[src/sv/scti_pkg.sv]
// Package with the sine knot table and angle constants of the sine/cosine interpolator.
package scti_pkg;

	localparam int unsigned KNOT_COUNT = 91;
	localparam int unsigned ANGLE_W = 16;
	localparam int unsigned INDEX_W = 7;
	localparam int unsigned FRAC_W = 8;
	localparam int unsigned KNOT_W = 15;
	localparam int unsigned VALUE_W = 16;

	localparam logic [ANGLE_W-1:0] DEG180 = 16'd46080;
	localparam logic [ANGLE_W-1:0] DEG90 = 16'd23040;
	localparam logic [INDEX_W-1:0] LAST_ENTRY = 7'd90;

	typedef enum logic {
		ACT_SINE = 1'b0,
		ACT_COSINE = 1'b1
	} action_t;

	typedef logic [KNOT_W-1:0] knot_t;

	localparam knot_t SINE_KNOTS [0:KNOT_COUNT-1] = '{
		15'h0000, 15'h023c, 15'h0478, 15'h06b3, 15'h08ee,
		15'h0b28, 15'h0d61, 15'h0f9a, 15'h11d1, 15'h1406,
		15'h163a, 15'h186d, 15'h1a9d, 15'h1ccb, 15'h1ef8,
		15'h2121, 15'h2348, 15'h256d, 15'h278e, 15'h29ad,
		15'h2bc8, 15'h2ddf, 15'h2ff4, 15'h3204, 15'h3410,
		15'h3619, 15'h381d, 15'h3a1d, 15'h3c18, 15'h3e0f,
		15'h4001, 15'h41ed, 15'h43d5, 15'h45b7, 15'h4794,
		15'h496c, 15'h4b3d, 15'h4d09, 15'h4ecf, 15'h508e,
		15'h5248, 15'h53fb, 15'h55a7, 15'h574d, 15'h58eb,
		15'h5a83, 15'h5c14, 15'h5d9e, 15'h5f20, 15'h609b,
		15'h620f, 15'h637a, 15'h64df, 15'h663b, 15'h678f,
		15'h68db, 15'h6a1f, 15'h6b5b, 15'h6c8e, 15'h6db9,
		15'h6edb, 15'h6ff5, 15'h7106, 15'h720e, 15'h730d,
		15'h7403, 15'h74f0, 15'h75d4, 15'h76af, 15'h7781,
		15'h7849, 15'h7908, 15'h79bd, 15'h7a69, 15'h7b0c,
		15'h7ba5, 15'h7c34, 15'h7cb9, 15'h7d35, 15'h7da7,
		15'h7e0f, 15'h7e6e, 15'h7ec2, 15'h7f0d, 15'h7f4e,
		15'h7f85, 15'h7fb1, 15'h7fd4, 15'h7fed, 15'h7ffc,
		15'h7fff
	};

endpackage

[src/sv/sine_cosine_table_interpolator_unit.sv]
// Pipelined sine/cosine lookup with linear interpolation between table knots.

// The unit accepts one angle per cycle while in_stall is low and returns its sine or cosine as a
// signed Q1.15 value. The angle is folded into the first quadrant, the whole degree selects a
// pair of table knots, and the fraction byte interpolates between them; five register stages
// (cosine mapping, fold, knot lookup, multiply, add and sign) set the depth. Each of the five
// stages moves on when it is empty or when the stage after it moves, so an item is taken
// whenever any stage has room, including while a finished item waits at the output.
module sine_cosine_table_interpolator_unit (
	input  logic                                clk,
	input  logic                                arst_n,
	input  logic                                in_valid,
	output logic                                in_stall,
	input  logic [scti_pkg::ANGLE_W-1:0]        angle,
	input  logic                                action,
	output logic                                out_valid,
	input  logic                                out_stall,
	output logic signed [scti_pkg::VALUE_W-1:0] value
);
	import scti_pkg::*;

	logic v_s1, v_s2, v_s3, v_s4, v_s5;
	logic en_s1, en_s2, en_s3, en_s4, en_s5;

	logic [ANGLE_W-1:0] ang_s1;
	logic               neg_s1;
	logic [INDEX_W-1:0] idx_s2;
	logic [FRAC_W-1:0]  frac_s2;
	logic               neg_s2;
	knot_t              base_s3;
	logic signed [VALUE_W-1:0] slope_s3;
	logic [FRAC_W-1:0]  frac_s3;
	logic               neg_s3;
	knot_t              base_s4;
	logic signed [VALUE_W+FRAC_W:0] prod_s4;
	logic               neg_s4;
	logic signed [VALUE_W-1:0] value_s5;

	logic [ANGLE_W-1:0] ang_c1;
	logic               neg_c1;
	logic [ANGLE_W-1:0] half_c2;
	logic [ANGLE_W-1:0] fold_c2;
	logic               flip_c2;
	logic [INDEX_W-1:0] nxt_c3;
	logic signed [VALUE_W:0] sum_c5;

	assign en_s5 = !v_s5 || !out_stall;
	assign en_s4 = !v_s4 || en_s5;
	assign en_s3 = !v_s3 || en_s4;
	assign en_s2 = !v_s2 || en_s3;
	assign en_s1 = !v_s1 || en_s2;
	assign in_stall = !en_s1;
	assign out_valid = v_s5;
	assign value = value_s5;

	always_comb begin
		ang_c1 = angle;
		neg_c1 = 1'b0;
		if (action_t'(action) == ACT_COSINE) begin
			if (angle <= DEG90) begin
				ang_c1 = DEG90 - angle;
			end else begin
				ang_c1 = angle - DEG90;
				neg_c1 = 1'b1;
			end
		end
	end

	always_comb begin
		flip_c2 = ang_s1 >= DEG180;
		half_c2 = flip_c2 ? ang_s1 - DEG180 : ang_s1;
		fold_c2 = (half_c2 > DEG90) ? DEG180 - half_c2 : half_c2;
	end

	assign nxt_c3 = (idx_s2 == LAST_ENTRY) ? LAST_ENTRY : idx_s2 + 7'd1;

	assign sum_c5 = signed'({2'b00, base_s4}) + prod_s4[VALUE_W+FRAC_W:FRAC_W];

	always_ff @(posedge clk or negedge arst_n) begin
		if (!arst_n) begin
			v_s1 <= 1'b0;
			v_s2 <= 1'b0;
			v_s3 <= 1'b0;
			v_s4 <= 1'b0;
			v_s5 <= 1'b0;
		end else begin
			if (en_s1) v_s1 <= in_valid;
			if (en_s2) v_s2 <= v_s1;
			if (en_s3) v_s3 <= v_s2;
			if (en_s4) v_s4 <= v_s3;
			if (en_s5) v_s5 <= v_s4;
		end
	end

	always_ff @(posedge clk) begin
		if (en_s1) begin
			ang_s1 <= ang_c1;
			neg_s1 <= neg_c1;
		end
		if (en_s2) begin
			idx_s2 <= fold_c2[FRAC_W+INDEX_W-1:FRAC_W];
			frac_s2 <= fold_c2[FRAC_W-1:0];
			neg_s2 <= neg_s1 ^ flip_c2;
		end
		if (en_s3) begin
			base_s3 <= SINE_KNOTS[idx_s2];
			slope_s3 <= signed'({1'b0, SINE_KNOTS[nxt_c3]}) - signed'({1'b0, SINE_KNOTS[idx_s2]});
			frac_s3 <= frac_s2;
			neg_s3 <= neg_s2;
		end
		if (en_s4) begin
			base_s4 <= base_s3;
			prod_s4 <= slope_s3 * signed'({1'b0, frac_s3});
			neg_s4 <= neg_s3;
		end
		if (en_s5) begin
			value_s5 <= neg_s4 ? VALUE_W'(-sum_c5) : sum_c5[VALUE_W-1:0];
		end
	end

	assert property (@(posedge clk) disable iff (!arst_n)
		in_stall |-> (v_s1 && v_s2 && v_s3 && v_s4 && v_s5))
		else $error("Input stalled while a pipeline stage was free.");

	assert property (@(posedge clk) disable iff (!arst_n)
		out_valid |-> (value != 16'sh8000))
		else $error("Result outside the Q1.15 range.");

	assert property (@(posedge clk) disable iff (!arst_n)
		(in_valid && !in_stall && !(out_valid && !out_stall)) |=>
		($countones({v_s1, v_s2, v_s3, v_s4, v_s5}) ==
		 $past($countones({v_s1, v_s2, v_s3, v_s4, v_s5})) + 1))
		else $error("Accepted item was lost or duplicated in the pipeline.");

endmodule

[config.mk]
export PLATFORM = sky130hd
export DESIGN_NAME = sine_cosine_table_interpolator_unit
export DESIGN_NICKNAME = d
export VERILOG_FILES = /design/src/sv/scti_pkg.sv /design/src/sv/sine_cosine_table_interpolator_unit.sv
export SDC_FILE = /design/constraint.sdc
export NUM_CORES = 1
export LEC_CHECK = 0
export BUFFER_PORTS_ARGS = -buffer_cell sky130_fd_sc_hd__buf_2
export CORE_AREA = 2 2 158 160
export CTS_CLUSTER_DIAMETER = 60
export DETAILED_ROUTE_END_ITERATION = 8
export DIE_AREA = 0 0 160 162
export PLACE_DENSITY = 0.87
export SYNTH_ARGS = -nofsm -noshare
export SYNTH_HDL_FRONTEND = slang
export SYNTH_SLANG_ARGS = --single-unit
[constraint.sdc]
create_clock -name clk -period 5.7 [get_ports clk]
set_input_delay 0.285 -clock clk [delete_from_list [all_inputs] [get_ports clk]]
set_output_delay 0.285 -clock clk [all_outputs]
set_load 0.02 [all_outputs]
Yosys cells after proc, flatten, opt, wreduce, memory -nomap -nowiden
Memories as Yosys holds them, arrays and structs flattened. Cells that the tools add are included.

$mul: 1. Order comparisons: 5. Reductions and logical operators: 12. Bitwise operators: 3. Equality and inequality tests: 1. $add $sub $neg: 8. Multiplexer cells: 11.

Operators by type and width (number): 2-to-1 mux 15 bit (5); 2-to-1 mux 16 bit (4); multiplier 16 x 9 -> 24 bit (1); adder 15 x 16 -> 16 bit (1); greater-or-equal comparator 16 bit, second input constant (1); greater-or-equal comparator 8 bit, second input constant (2); > comparator 16 x 15 -> 1 bit, second input constant (1); less-or-equal comparator 16 x 15 -> 1 bit, second input constant (1); negation 16 bit (1); NOT 7 -> 8 bit (2); subtractor 15 x 15 -> 16 bit (1); subtractor 15 x 16 -> 16 bit, first input constant (1); subtractor 16 x 15 -> 16 bit, second input constant (1); subtractor 16 bit, second input constant (1); subtractor 14 x 15 -> 15 bit, first input constant (1); adder 7 x 1 -> 7 bit, second input constant (1); equality test 7 bit, second input constant (1); zero test 1 bit (7); 2-to-1 mux 7 bit (1); logical OR 1 bit (5); 2-to-1 mux 1 bit (1); XOR 1 bit (1).

Bits of input ports: 21. Register bits after elaboration: 134. Word-level logic and storage cells: 61. Memories: 2. Memory bits (read-only): 3840.

Memory list: (no name shown) (words 128, bits a word 15, read ports 1, clocked after Yosys merged registers in 0, wr ports 0, line sine_cosine_table_interpolator_unit.sv:107) `slope_s3 <= signed'({1'b0, SINE_KNOTS[nxt_c3]}) - signed'({1'b0, SINE_KNOTS[idx_s2]});`; (no name shown) (words 128, bits a word 15, read ports 1, clocked after Yosys merged registers in 0, wr ports 0, line sine_cosine_table_interpolator_unit.sv:107).

Depth between registers and ports, before layout
Word-level depth: 7. Gate-level depth with buffers: 22. Depth with buffers taken out: 21.

Worst setup path after synthesis
No wires, ideal clock.

Kind: register -> register. Start point: register idx_s2[2]. End point: register slope_s3[14], data pin. Data required time: 5.505 ns. Arrival time: 4.811 ns. Path slack: 0.694 ns. Path buffers: 3. Stages on the path, launching flop included: 22. Path through: edfxtp_1 > clkinv_1 > clkbuf_1 > ha_1 > clkbuf_1 > o21ai_1 > inv_1 > clkbuf_1 > nand2_1 > a221oi_1 > a31oi_1 > a211o_1 > ha_1 > fa_1 > nor2b_1 > o21ai_0 > a21boi_0 > o21ai_0 > a21oi_1 > a311oi_1 > or3_1 > o311ai_0.

Word-level cells in the longest chain between the ends: 7. Elaborated cells between the ends (all ways): 12. Classes of those cells: add/sub (2); eq/ne (1); mux (5); bitwise (2); memory (2).

RTL lines: start, declared (line sine_cosine_table_interpolator_unit.sv:27) `logic [INDEX_W-1:0] idx_s2;`; start signal, assigned (line sine_cosine_table_interpolator_unit.sv:101) `idx_s2 <= fold_c2[FRAC_W+INDEX_W-1:FRAC_W];`; adder 7 x 1 -> 7 bit or equality test 7 bit (tied branches) (line sine_cosine_table_interpolator_unit.sv:75) `assign nxt_c3 = (idx_s2 == LAST_ENTRY) ? LAST_ENTRY : idx_s2 + 7'd1;`; 2-to-1 mux 7 bit (line sine_cosine_table_interpolator_unit.sv:75); NOT 7 -> 8 bit (not written as such) (line sine_cosine_table_interpolator_unit.sv:107); memory read (128 x 15 bit); 2-to-1 mux 15 bit (not written as such) (2 in a row) (line sine_cosine_table_interpolator_unit.sv:107); subtractor 15 x 15 -> 16 bit (*) (line sine_cosine_table_interpolator_unit.sv:107); end signal, assigned (line sine_cosine_table_interpolator_unit.sv:107); end, declared (line sine_cosine_table_interpolator_unit.sv:31) `logic signed [VALUE_W-1:0] slope_s3;`.

Mark *: on every way between the ends. The rest lies on a longest branch, timed or not. The select of a mux whose other input is x is not followed. A chain may end at the register's enable or synchronous reset.

Worst setup path after layout
Start point: register slope_s3[5]. End point: register prod_s4[23], data pin.

Word-level cells in the longest chain between the ends: 1.

RTL lines: multiplier 16 x 9 -> 24 bit (line sine_cosine_table_interpolator_unit.sv:113) `prod_s4 <= slope_s3 * signed'({1'b0, frac_s3});`; end signal, assigned (line sine_cosine_table_interpolator_unit.sv:113); end, declared (line sine_cosine_table_interpolator_unit.sv:35) `logic signed [VALUE_W+FRAC_W:0] prod_s4;`.

Every way passes these cells.

==> results.cfg <==
[placement]
dp_hpwl_um = 29900
place.gp.congestion = 1.04
portBuffers = 38
placedInstanceArea_um2 = 15000

[synthesis]
synth_top_area_share_pct = 25.3
synth_edf_count = 121
synth_commonest_cells = nand2_1 (202), inv_1 (173), edfxtp_1 (121)
synth.most_common_cell = nand2_1
synth_area_um2 = 14400
yosysSeqAreaShare_pct = 26.2
async_flop_share_pct = 3.97
ys_ff_latch = 126
syn_inst = 1663
synth_fp_nets = 1886
avgSynthCellArea_um2 = 8.64
yosys_warnings = 0
synth.area.top_cells = edfxtp_1 (25%), fa_1 (14%), ha_1 (8.6%)
synth_cell_types = 80
synth_largest_area_cell = edfxtp_1
synth_ff_type = edfxtp_1

[sta]
fin_skew_ns = 0.00826
rsz0062_at_grt = false
fin_crit_sh_pct = 94.5
setup_violations = 0
hold_violations = 0
slew_headroom_pct = 37.5
drv_slew = 0
clock.fmax_mhz = 186
period_minus_slack_ns = 5.39
tightest_slew_ns = 0.934
setup_tns_ns = 0

[critical_path]
end_kind = register
slowest_delay_ns = 0.55
required_ns = 5.87
cp.arrival_ns = 5.56
path_buf_inv = 3
r2r_slack_ns = 0.31
critical_path.top_delay_family = adder cells
setup.worst_path.start_class = register
crit_fanout = 8
crit_type = reg -> reg
cp_cell_sequence = nand2_1 -> fa_1 -> fa_1 -> inv_1 -> fa_1 -> inv_1 -> fa_1 -> inv_1 -> ha_1 -> nand2_1 -> o21ai_0 -> o2111a_1 -> o21ai_0 -> a31oi_1 -> a211oi_1 -> o21bai_1 -> xnor2_1
crit_slowest_cell = fa_1
worst_path_most_repeated_cell = fa_1

[cts]
insertion_delay_ns = 0.43
cts_root_buffer = clkbuf_16
clk_pin_slew_ns = 0.06
clock_tree.buffer_depth = 2
cts-htree-levels = 4
cts_tree = yes
cts.sinks = 126
cts-buffers-inserted = 17

[routing]
detail_route.first_pass.iterations = 6
vias = 13000
drtAntennaViolNets = 0
vias_per_cell = 6.40
drt-initial-drc-count = 1779
drc = 0
wl_per_cell_um = 20.0
postRouteWirelength_um = 40600

[grt]
track_usage_pct = 31.7
grt_first_pass_wirelength_um = 65300
grt_start_max_net_pins = 56
antenna_found_initial = 0
grt_pass1_vias = 12600
grt_overflow_total = 0

[floorplanning]
io_pins = 39
core_region_area_um2 = 24100
row_count = 57
die_h_um = 162
dieWidth_um = 160
dieArea_um2 = 25900
start_util_pct = 59.6

[finish]
post-route-util_pct = 65.3
diodes = 0
fillerInstances = 1861
area_growth_pct = 9.57
nNetsFinal = 1921
finish.instance_area_um2 = 15700
drive_gt1_share_pct = 9.59

[min_path]
holdCritPathClass = in -> reg

[run_status]
status = completed

[flow_run]
max-cap-violations = 0
[what timing repair did]
item / 4_1_cts / 5_1_grt
buffers inserted: 0 / 16
gates resized for setup: 0 / 0
endpoints found under the hold margin: 5 / 0
hold buffers: 1 / 0
setup endpoints to repair: 0 / 3
[stage by stage]
step | worst slack (ns) | hold slack, ns | instances
6_report | 0.314 | 0.0705 | 2035
5_1_grt | 0.0242 | 0.0810 | 2035
4_1_cts | 0.153 | 0.0670 | 2019
3_5_place_dp | 0.303 | 0.116 | 1986
3_3_place_gp | 0.400 | 0.116 | 1986
2_1_floorplan | 0.694 | -0.0106 | 1663
[worst paths after layout]
kind	start	to	cells after the start
worst min-delay path	in_valid	v_s1$_DFFE_PN0N_	2
worst max register to register	slope_s3[5]$_DFFE_PP_	prod_s4[23]$_DFFE_PP_	17
min in group asynchronous	arst_n	v_s3$_DFFE_PN0P_	2
worst max-delay path	slope_s3[5]$_DFFE_PP_	prod_s4[23]$_DFFE_PP_	17
max in group asynchronous	arst_n	v_s1$_DFFE_PN0N_	2
worst min register to register	base_s3[5]$_DFFE_PP_	base_s4[5]$_DFFE_PP_	0
[layout make-up]
class	count	area, um2	area share, %
Multi-Input combinational cell	1268	9600	61.0
Sequential cell	126	3760	23.9
Timing Repair Buffer	108	731	4.64
Inverter	177	664	4.22
Clock buffer	17	425	2.70
Tap cell	324	405	2.58
Clock inverter	15	151	0.962
[cell usage in the layout, fill, tap and decap left out, types with 8 or more instances in the layout]
cell	instances
a211oi_1	35
a21o_1	12
a21oi_1	113
a311oi_1	11
a31oi_1	31
and2_1	61
buf_2	38
buf_4	68
clkbuf_16	17
edfxtp_1	121
fa_1	103
ha_1	99
inv_1	173
mux2i_1	11
nand2_1	202
nand2b_1	18
nand3_1	38
nor2_1	116
nor3_1	37
nor4_1	8
o211ai_1	20
o21ai_0	95
o221ai_1	8
o22ai_1	14
o311ai_0	9
or3_1	13
xnor2_1	55
xor2_1	34
[registers in the layout, summed over array words and instances (netlist names)]
signal     count
ang_s1        16
prod_s4       16
slope_s3      16
value         16
base_s3       15
base_s4       15
frac_s2        8
frac_s3        8
idx_s2         7
neg_s1         1
neg_s2         1
neg_s3         1
neg_s4         1
out_valid      1
v_s1           1
v_s2           1
v_s3           1
v_s4           1
[routing by layer]
| metal | vias to the layer above | GRT usage [%] | part of all wire [%] |
|---|---|---|---|
| li1 | 5905 | - | - |
| met3 | 146 | 5.44 | 9.3 |
| met5 | - | 0 | 0 |
| met4 | 0 | 15.0 | 4.7 |
| met2 | 800 | 52.8 | 48 |
| met1 | 6173 | 40.6 | 38 |
[kinds of logic after synthesis]
kind of cell	share of synthesized area (%)
xor+xnor	5.61
fa+ha+maj	23.0
compound gates	19.4
mux	1.66
buf+inv	7.13
flops	26.2
simple gates	17.1
Power is not shown: default switching activity piles up to over one toggle a cycle in this logic, so the estimate is an artifact.
